`src/rtl/core/lbbc_pkg.sv`:
```
// Shared types and constants of the LFU byte-budget cache.
package lbbc_pkg;

    localparam int DEF_NUM_KEYS   = 256;
    localparam int DEF_NUM_SLOTS  = 16;
    localparam int DEF_COUNT_BITS = 32;

    localparam int KEY_W     = 8;
    localparam int SIZE_W    = 32;
    localparam int ENT_W     = 5;
    localparam int EVC_W     = 5;
    localparam int CFG_IDX_W = 2;
    localparam int CFG_W     = 32;
    localparam int S_DATA_W  = 40;
    localparam int M_DATA_W  = 40;

    localparam logic [CFG_IDX_W-1:0] REG_MAX_ENTRIES     = 2'd0;
    localparam logic [CFG_IDX_W-1:0] REG_MAX_TOTAL_BYTES = 2'd1;
    localparam logic [CFG_IDX_W-1:0] REG_MAX_ITEM_BYTES  = 2'd2;

    localparam logic [ENT_W-1:0]  RST_MAX_ENTRIES = 5'd16;
    localparam logic [SIZE_W-1:0] RST_MAX_BYTES   = 32'hFFFF_FFFF;

    typedef enum logic [3:0] {
        ST_IDLE,
        ST_READ,
        ST_COUNT,
        ST_CHECK,
        ST_SCAN_RD,
        ST_SCAN_CMP,
        ST_DECIDE,
        ST_INSERT,
        ST_DONE
    } state_t;

    typedef struct packed {
        logic load_in;
        logic rd_slot;
        logic cnt_wr;
        logic scan_start;
        logic scan_step;
        logic evict;
        logic insert;
        logic out_load;
    } cmd_t;

    typedef struct packed {
        logic hit;
        logic admit;
        logic room;
        logic scan_last;
        logic stop;
        logic out_free;
    } sts_t;

endpackage

```
`src/rtl/core/lbbc_ctrl.sv`:
```
// Request sequencer of the LFU byte-budget cache.
module lbbc_ctrl
    import lbbc_pkg::*;
(
    input  logic   aclk,
    input  logic   aresetn,
    input  logic   s_tvalid,
    output logic   s_tready,
    input  sts_t   sts,
    output cmd_t   cmd,
    output state_t state
);

    state_t state_reg, state_next;

    assign state = state_reg;

    always_ff @(posedge aclk) begin
        if (!aresetn) begin
            state_reg <= ST_IDLE;
        end else begin
            state_reg <= state_next;
        end
    end

    always_comb begin
        state_next = state_reg;
        unique case (state_reg)
            ST_IDLE:     if (s_tvalid) state_next = ST_READ;
            ST_READ:     state_next = ST_COUNT;
            ST_COUNT:    state_next = (sts.hit || !sts.admit) ? ST_DONE : ST_CHECK;
            ST_CHECK:    state_next = sts.room ? ST_INSERT : ST_SCAN_RD;
            ST_SCAN_RD:  state_next = ST_SCAN_CMP;
            ST_SCAN_CMP: state_next = sts.scan_last ? ST_DECIDE : ST_SCAN_RD;
            ST_DECIDE:   state_next = sts.stop ? ST_INSERT : ST_CHECK;
            ST_INSERT:   state_next = ST_DONE;
            ST_DONE:     if (sts.out_free) state_next = ST_IDLE;
            default:     state_next = ST_IDLE;
        endcase
    end

    always_comb begin
        cmd      = '0;
        s_tready = 1'b0;
        unique case (state_reg)
            ST_IDLE: begin
                s_tready    = 1'b1;
                cmd.load_in = s_tvalid;
            end
            ST_COUNT:    cmd.cnt_wr = 1'b1;
            ST_CHECK:    cmd.scan_start = !sts.room;
            ST_SCAN_RD:  cmd.rd_slot = 1'b1;
            ST_SCAN_CMP: cmd.scan_step = 1'b1;
            ST_DECIDE:   cmd.evict = !sts.stop;
            ST_INSERT:   cmd.insert = 1'b1;
            ST_DONE:     cmd.out_load = sts.out_free;
            default: begin
                cmd = '0;
            end
        endcase
    end

endmodule

```
`config.mk`:
```
export PLATFORM = sky130hd
export DESIGN_NAME = lbbc_ctrl
export DESIGN_NICKNAME = d
export VERILOG_FILES = /design/src/rtl/core/lbbc_pkg.sv /design/src/rtl/core/lbbc_ctrl.sv
export SDC_FILE = /design/constraint.sdc
export NUM_CORES = 1
export LEC_CHECK = 0
export BUFFER_PORTS_ARGS = -buffer_cell sky130_fd_sc_hd__buf_4
export CORE_AREA = 2 2 39 41
export CTS_BUF_LIST = sky130_fd_sc_hd__clkbuf_8
export CTS_CLUSTER_DIAMETER = 80
export DETAILED_ROUTE_END_ITERATION = 10
export DIE_AREA = 0 0 41 43
export PLACE_DENSITY = 0.62
export SETUP_SLACK_MARGIN = 0.02
export SLEW_MARGIN = 30
export SYNTH_ARGS = -nofsm -noshare
export SYNTH_HDL_FRONTEND = slang
export SYNTH_SLANG_ARGS = --single-unit
```
`constraint.sdc`:
```
create_clock -name aclk -period 1.5 [get_ports aclk]
set_input_delay 0.3 -clock aclk [delete_from_list [all_inputs] [get_ports aclk]]
set_output_delay 0.3 -clock aclk [all_outputs]
set_load 0.1 [all_outputs]
```
## Yosys cells after proc, flatten, opt, wreduce, memory -nomap -nowiden

Cells that the tools add are included.

- Bits in writable memories: 0
- ROM bits: 0
- Bits of input ports: 9
- Memories kept: 0
- Bits in latches: 0
- Register bits after elaboration: 4

- Bitwise gates (word level): 0
- Shifts and indexed selects: 0
- Equality and inequality tests: 10
- $mul: 0
- Reductions and logical operators: 6
- Mux-type cells: 16
- Magnitude comparators: 0
- $add $sub $neg: 0
- Divide/modulo/power cells: 0

Operator list:

| cell | number |
|---|---|
| 4-bit case mux with 9 select lines | 1 |
| 4-bit by 3-bit == test with 1-bit output, second input constant | 4 |
| 4-bit 2-to-1 mux | 3 |
| 1-bit 2-to-1 mux | 9 |
| 4-bit by 2-bit == test with 1-bit output, second input constant | 2 |
| 4-bit by 1-bit == test with 1-bit output, second input constant | 1 |
| 4-bit == test, second input constant | 1 |
| 4-bit zero test | 1 |
| 2-bit 2-to-1 mux | 2 |
| 2-bit inequality test, second input constant | 2 |
| 1-bit zero test | 3 |
| 3-bit 2-to-1 mux | 1 |
| 2-bit AND reduction | 1 |
| 1-bit logical OR | 1 |

## Logic depth before layout (Yosys ltp)

- Depth after elaboration: 4
- Depth in mapped cells: 5

## Worst setup path before layout

Ideal clock, no wire load.

- Path type: flip-flop to output port
- Start point: register state_reg[1], in the netlist state[1]
- End point: output cmd[7] (netlist name)
- Stages on the path, launching flop included: 4
- Buffers on the path: 1
- Setup slack: -3.788 ns
- Arrival: 4.988 ns
- Cells stage by stage: dfxtp_1 > buf_4 > nor4_1 > and2_1

RTL lines:

| item | RTL line | RTL |
|---|---|---|
| start, declared | lbbc_ctrl.sv:14 | `state_t state_reg, state_next;` |
| start signal, assigned | lbbc_ctrl.sv:22 | `state_reg <= state_next;` |
| end, declared | lbbc_ctrl.sv:10 | `output cmd_t cmd,` |

==> impl_metrics.json <==
{
  "outcome": "finished with violations",
  "violations": "setup timing",
  "root_buffer": "clkbuf_8",
  "reg2reg_depth": 5,
  "register_area_sq_um": 95.09,
  "place_congestion": 0.7001,
  "relSlewSlack_pct": 82.34,
  "period_minus_slack_ns": 1.563,
  "cts.sinks": 4,
  "drt_iter0_markers": 3,
  "ant_nets": 0,
  "grt_pass1_wl_um": 1690,
  "path_class": "flip-flop to output pin",
  "cp.arrival_ns": 1.26,
  "pin_count": 22,
  "cap_violations": 0,
  "r2r_end": "state[1]",
  "chipHeight_um": 43,
  "crit_chain": "nand2b_4 > nor4b_4 > buf_6",
  "drive_above_1_share_pct": 70.27,
  "yosysSeqAreaShare_pct": 24.52,
  "path_clk_slew_ns": 0.03,
  "antenna_found_initial": 0,
  "fmax_ghz": 0.6399,
  "drt-pass1-iter-count": 4,
  "p_sw_share_pct": 49.53,
  "ys_ff_latch": 4,
  "syn_inst": 43,
  "crit_end": "cmd[4]",
  "cts-hold-fix-buffers": 0,
  "synth_nets": 52,
  "numCtsBuffers": 3,
  "multi_input_comb_area_sq_um": 306.5,
  "clockBufferDepth": 2,
  "syn2layout_area_growth_pct": 145.6,
  "final_cell_area_sq_um": 802.0,
  "p_leak_nw": 0.3476,
  "cts_tree": "built",
  "insertion_delay_ns": 0.21,
  "r2r_slack_ns": 0.17,
  "p_switching_mw": 0.5436,
  "antenna_cells": 0,
  "cp-start-kind": "flip-flop",
  "track_usage_pct": 14.30,
  "wire_per_inst_um": 11.89,
  "hold_violations": 0,
  "die_area_sq_mm": 0.001763,
  "die_w_um": 41,
  "critPathSlowestCell": "dfxtp_4",
  "grt_pass1_vias": 396,
  "rsz0062_at_grt": "yes",
  "crit_path_start": "state[3]",
  "fin_ws_ns": -0.06272,
  "htreeDepth": 1,
  "required_ns": 1.20,
  "whs_ns": 0.3139,
  "yosys_warnings": 0,
  "ir_drop_mv": 0.7664,
  "rows": 14,
  "intPower_mw": 0.5539,
  "finalSetupViolations": 5,
  "nNetsFinal": 85,
  "syn_avg_cell_area_sq_um": 7.594,
  "final_max_slew_viol_count": 0,
  "dpl_cell_area_sq_um": 601.8,
  "setup.worst_path.end_class": "output pin",
  "vias_per_cell": 4.789,
  "coreArea_sq_mm": 0.001384,
  "syn-cell-area_sq_um": 326.6,
  "p_per_area_mw_per_mm2": 1368,
  "place_hpwl_um": 741.1,
  "power_frac_seq_pct": 15.2,
  "grt_overflow": 0,
  "clock_skew_ns": 0.001480,
  "port_buffers": 21,
  "combPwrFrac_pct": 65.0,
  "timing.final.crit_share_pct": 104.2,
  "clkPwrFrac_pct": 19.8,
  "n_fill_cell": 126,
  "slowest_delay_ns": 0.35,
  "grt_max_degree": 11,
  "hold_class": "input pin to flip-flop",
  "synth_cell_types": 25,
  "wl_um": 1070,
  "worst_pin_slew_ns": 0.2634,
  "vias": 431,
  "rr_startpoint": "state[3]",
  "cp_max_fo": 5,
  "largest_register_ffs": 4,
  "drcViolationCount": 0,
  "start_util_pct": 23.60
}
## critical path, delay by kind of cell, from the launching register on
| kind | cells | cell delay (ns) |
|---|---|---|
| DFF | 1 | 0.35 |
| and+or+nand+nor | 2 | 0.44 |
| buffers and inverters | 1 | 0.26 |
## synthesized netlist by cell type
master,number,area [sq um]
or2b_1,1,7.510
nand2_1,2,7.510
and3_1,1,6.260
a31oi_1,1,6.260
nor2b_1,1,6.260
buf_2,1,5.000
nor3b_1,2,15.01
buf_4,2,15.01
and2_1,1,6.260
o21a_1,3,22.52
nor3_1,6,30.03
o31ai_1,1,7.510
nor4_1,2,12.51
dfxtp_1,4,80.08
o211a_1,1,10.01
nand2b_4,1,13.76
inv_1,1,3.750
nor2_1,4,15.01
or3_1,1,6.260
nand2b_1,1,6.260
and2b_1,1,7.510
a21oi_1,2,10.01
nor4b_1,1,8.760
buf_6,1,11.26
nand4_1,1,6.260
## worst min-delay path by stage
stage            start  slack [ns]        to  cells past startpoint
2_1_floorplan  aresetn        0.42  state[1]                      1
3_3_place_gp   aresetn        0.53  state[3]                      2
3_5_place_dp   aresetn        0.53  state[3]                      2
4_1_cts        aresetn        0.31  state[3]                      2
5_1_grt        aresetn        0.34  state[3]                      2
6_report       aresetn        0.31  state[3]                      2
## power groups by stage
stage                     combinational, mW  sequential [mW]  clock (mW)
after floorplan                       0.417            0.259           0
after global placement                0.591            0.175           0
after detailed placement              0.596            0.175           0
after CTS                             0.685            0.174       0.226
after global routing                  0.743            0.169       0.231
final                                 0.713            0.167       0.217
## what timing repair did
action / CTS / global route
endpoints found under the setup margin: 9 / 11
resized for setup: 23 / 1
setup buffers: 5 / 2
pin swaps: 4 / 3
## stage by stage
stage | power [mW] | util, % | setup TNS (ns) | instances | setup slack [ns]
finish | 1.098 | 57.96 | -0.2453 | 90 | -0.06272
global route | 1.143 | 57.96 | -0.5046 | 90 | -0.09806
CTS | 1.084 | 56.69 | -0.2851 | 88 | -0.06961
detailed placement | 0.7705 | 43.49 | 0 | 80 | 0.05079
global placement | 0.7660 | 43.49 | 0 | 80 | 0.07337
floorplan | 0.6761 | - | -4.955 | 43 | -1.074
## cell usage in the layout (no fill, tap or decap), types with 2 or more instances in the layout
| cell | netlist | final |
|---|---|---|
| a21oi_1 | 2 | 2 |
| buf_12 | 0 | 6 |
| buf_4 | 2 | 20 |
| buf_6 | 1 | 4 |
| clkbuf_8 | 0 | 3 |
| dfxtp_4 | 0 | 4 |
| nor2_1 | 4 | 3 |
| nor3_1 | 6 | 2 |
| nor3_4 | 0 | 3 |
| nor3b_1 | 2 | 2 |
| o21a_1 | 3 | 3 |
## per-layer routing
layer	vias up	track usage [%]	part of all wire (%)
met3	0	4.712	4.0
met2	11	21.25	55
met5	-	0	0
met1	201	17.21	41
li1	219	-	-
met4	0	8.000	0
## cell type report
class | count | area share, %
clock buffers | 3 | 5.148
multi-input cells | 34 | 38.22
inverters | 1 | 0.4680
well taps | 16 | 2.496
repair buffers | 32 | 41.81
flip-flops and latches | 4 | 11.86
## kinds of logic after synthesis
family | count (synthesis) | share of synthesized area [%]
AO/OA/AOI/OAI | 8 | 17.24
AND/OR/NAND/NOR | 26 | 47.52
buffers and inverters | 5 | 10.72
flip-flops | 4 | 24.52
No activity file was read; power rests on OpenSTA's default activity.
